### src/sv/lprg_pkg.sv
// ----------------------------------------------------------------------------
// lprg_pkg: shared types and constants for the lidar point range gate
// Coordinate width, beat layouts, register codes and the divide-by-1000
// reciprocal used for nanosecond to microsecond conversion.
// ----------------------------------------------------------------------------
package lprg_pkg;

  localparam int COORD_WIDTH = 24;

  // squared magnitude of one axis and the sum of three of them
  localparam int SQ_W = 2 * COORD_WIDTH;
  localparam int D2_W = SQ_W + 2;

  localparam int FMT_W      = 2;
  localparam int DECIM_W    = 6;
  localparam int RANGE_W    = 20;
  localparam int BOUND_SQ_W = 2 * RANGE_W;
  localparam int CMP_W      = (D2_W > BOUND_SQ_W) ? D2_W : BOUND_SQ_W;

  localparam int LINE_W  = 8;
  localparam int TAG_W   = 8;
  localparam int INTEN_W = 16;
  localparam int TIME_W  = 32;

  localparam int CFG_IDX_W  = 2;
  localparam int CFG_DATA_W = RANGE_W;

  // beat layouts, first field in the lowest bits, padded to whole bytes
  localparam int IN_BITS     = 3 * COORD_WIDTH + LINE_W + TAG_W + INTEN_W + TIME_W;
  localparam int IN_TDATA_W  = ((IN_BITS + 7) / 8) * 8;
  localparam int OUT_BITS    = 3 * COORD_WIDTH + INTEN_W + TIME_W;
  localparam int OUT_TDATA_W = ((OUT_BITS + 7) / 8) * 8;

  // lines at or above this are dropped in the line-tagged format
  localparam logic [LINE_W-1:0] LINE_LIMIT = 8'd4;
  // tag bits 5:4 of 2 or 3 drop the point, i.e. bit 5 set
  localparam int TAG_DROP_BIT = 5;

  // floor(t / 1000) == (t * DIV1000_MUL) >> DIV1000_SHIFT for every 32-bit t
  localparam logic [TIME_W-1:0] DIV1000_MUL   = 32'h8312_6E98;
  localparam int                DIV1000_SHIFT = 41;
  localparam int                PROD_W        = 2 * TIME_W;

  localparam logic [DECIM_W-1:0]    DECIM_RESET  = 6'd1;
  localparam logic [BOUND_SQ_W-1:0] MIN_SQ_RESET = '0;
  // 100000 mm squared
  localparam logic [BOUND_SQ_W-1:0] MAX_SQ_RESET = 40'd10000000000;

  typedef enum logic [FMT_W-1:0] {
    FMT_LINE_NS = 2'd0,
    FMT_NS      = 2'd1,
    FMT_US      = 2'd2,
    FMT_NONE    = 2'd3
  } fmt_t;

  typedef enum logic [CFG_IDX_W-1:0] {
    CFG_FORMAT    = 2'd0,
    CFG_DECIM     = 2'd1,
    CFG_MIN_RANGE = 2'd2,
    CFG_MAX_RANGE = 2'd3
  } cfg_idx_t;

endpackage

### src/sv/lprg_sq_mag.sv
// ----------------------------------------------------------------------------
// lprg_sq_mag: squared magnitude of one signed coordinate
// Takes the absolute value of a two's complement coordinate and squares it.
// ----------------------------------------------------------------------------
module lprg_sq_mag
  import lprg_pkg::*;
(
  input  logic [COORD_WIDTH-1:0] coord,
  output logic [SQ_W-1:0]        sq
);

  logic [COORD_WIDTH-1:0] mag;

  // most negative value wraps to 2^(w-1), still correct as unsigned
  assign mag = coord[COORD_WIDTH-1] ? (~coord + COORD_WIDTH'(1)) : coord;
  assign sq  = SQ_W'(mag) * SQ_W'(mag);

endmodule
### config.mk
export PLATFORM = sky130hd
export DESIGN_NAME = lprg_sq_mag
export DESIGN_NICKNAME = d
export VERILOG_FILES = /design/src/sv/lprg_pkg.sv /design/src/sv/lprg_sq_mag.sv
export SDC_FILE = /design/constraint.sdc
export NUM_CORES = 1
export LEC_CHECK = 0
export BUFFER_PORTS_ARGS = -buffer_cell sky130_fd_sc_hd__buf_2
export CAP_MARGIN = 10
export CORE_ASPECT_RATIO = 1.25
export CORE_MARGIN = 2
export CORE_UTILIZATION = 45
export DETAILED_ROUTE_END_ITERATION = 10
export PLACE_DENSITY = 0.57
export SKIP_LAST_GASP = 1
export SLEW_MARGIN = 30
export SYNTH_ARGS = -nofsm -noshare
export SYNTH_HDL_FRONTEND = slang
export SYNTH_SLANG_ARGS = --single-unit
### constraint.sdc
create_clock -name vclk -period 11.6
set_input_delay 1.16 -clock vclk [all_inputs]
set_output_delay 1.16 -clock vclk [all_outputs]
set_load 0.03 [all_outputs]
==> qor.yml <==
status:
  status: "completed"
detailed_routing:
  antenna_left: 0
  drc: 0
  drt_first_pass_iters: 5
  detail_route.wl_per_cell_um: 18.9
  drt_iter0_markers: 493
  via_per_inst: 5.12
  routed_wl_um: 45700
  vias: 12405
placement:
  portBuffers: 71
  post-dp-hpwl_um: 40100
  dpl.cell_count: 2420
  place_congestion: 0.933
worst_setup_path:
  slowest_stage: "fa_1"
  worstPathArrival_ns: 9.99
  critPathCaptureType: "primary output"
  crit_type: "primary input to primary output"
  crit_top_cell: "fa_1"
  cp_slowest_stage_delay_ns: 0.58
  path_max_fanout: 14
  required_ns: 10.44
  cp_top_family: "adder cells"
  critPathLaunchType: "primary input"
  crit_buf_inv: 8
layout:
  layout.cells.most_common: "inv_1"
  seq_cell_count: 0
  fin_nets: 2558
  drive_gt1_frac: 0.0737
  register_area_um2: 0
  instances_no_fill: 2421
  area_growth_pct: 6.69
  final_cell_mix: "inv_1, fa_1, ha_1, nand2_1, nor2_1"
  n_clock_buffer: 0
worst_hold_path:
  hold_depth: 2
  holdCritPathClass: "primary input to primary output"
  hold_end: "sq[0]"
  hp-start: "coord[0]"
sta:
  min_period_ns: 11.15
  hold_violations: 0
  tns_ns: 0
  rsz0062_at_grt: "no"
  worst_pin_slew_ns: 0.776
  max-slew-margin-rel: 0.482
  period_share: 0.961
  timing.fmax_ghz: 0.0897
  finalMaxSlewViolations: 0
  setup_violations: 0
synthesis:
  yosysUniqueCellTypes: 68
  syn_area_per_cell_um2: 8.89
  syn_inst: 1866
  ys_seq_area_frac: 0
  yosysWarnings: 0
  syn_area_um2: 16600
floorplan:
  die_area_um2: 38400
  die_x_um: 176
  core_um2: 36300
  start_util: 0.457
  fp.dieH_um: 219
  ioPinCount: 72
  core.rowCount: 78
grt:
  grt_pass1_wl_um: 72500
  grt_overflow: 0
  grt_max_degree: 26
  grt_pass1_vias: 13732
  grt_antenna_before_repair: 1
  grt_util_all_layers: 0.247
clock_network:
  post_cts_buffers: 0
job:
  drv_cap: 0
==> per-layer routing <==
metal,GRT usage,vias to the layer above,wire length (um),share of wire
li1,-,5619,-,-
met5,0,-,0,0
met1,0.272,6358,16000,0.35
met4,0.102,0,2250,0.049
met3,0.00887,112,1300,0.029
met2,0.491,316,26100,0.57
==> repair_timing <==
item / CTS / global route
hold buffers: 0 / 0
endpoints found under the setup margin: 0 / 1
resized for setup: 0 / 1
==> kinds of logic (layout without fill, tap and decap cells) <==
kind of cell	after synthesis	after routing	share of synthesized area
AO/OA/AOI/OAI	183	183	0.0762
XOR/XNOR	72	72	0.0400
adder cells (fa/ha/maj)	592	592	0.638
buffers and inverters	641	699	0.148
multiplexers	1	1	0.000678
other	2	19	0.000453
AND/OR/NAND/NOR	375	375	0.0972
==> worst max path at each step <==
stage             start     end  cells after the start
2_1_floorplan  coord[0]  sq[38]                     32
5_1_grt        coord[3]  sq[38]                     30
4_1_cts        coord[3]  sq[38]                     28
3_3_place_gp   coord[3]  sq[38]                     28
3_5_place_dp   coord[3]  sq[38]                     28
6_report       coord[3]  sq[41]                     30
==> area by class of cell <==
class              count  area, um^2
diodes                 1        2.50
fillers             3635       18600
inverters            583        2190
multi-input cells   1241       14200
well taps            480         601
repair buffers       116         693
==> cell usage after synthesis, drive strengths merged (2+ instances only) <==
master   number  area share
o211ai        4      0.0018
a21boi        2     0.00090
inv         582        0.13
and2          2     0.00075
nor4          2     0.00075
conb          2     0.00045
or4           7      0.0041
a2111oi       2      0.0011
nand4         9      0.0034
clkbuf       45       0.010
xnor2        48       0.027
or3           5      0.0025
o41ai         5      0.0038
a21bo         2      0.0012
a221oi        5      0.0026
a21oi        37       0.011
nand3         6      0.0018
o31a          5      0.0026
nand2b        7      0.0026
and3         10      0.0038
a21o         39       0.018
ha          169        0.13
o21ai        26      0.0078
o31ai         7      0.0032
nor2        147       0.034
nor2b         4      0.0015
fa          423        0.51
nand2       167       0.039
o21a         10      0.0045
a31oi        11      0.0041
buf          13      0.0057
xor2         24       0.013
nor3          5      0.0015
a211oi        5      0.0023
o21bai       10      0.0045
==> per-stage QoR <==
stage          hold WS (ns)  setup slack (ns)   util  cell area (um^2)
2_1_floorplan          2.45             0.244      -             16700
4_1_cts                2.61             0.351  0.488             17700
3_3_place_gp           2.61             0.420  0.487             17700
3_5_place_dp           2.61             0.365  0.488             17700
6_report               2.61             0.449  0.488             17700
5_1_grt                2.62            0.0138  0.488             17700
Power is left out: the tool's default activity adds up to more than one toggle a clock period on the data nets, which glitch-free logic cannot reach.
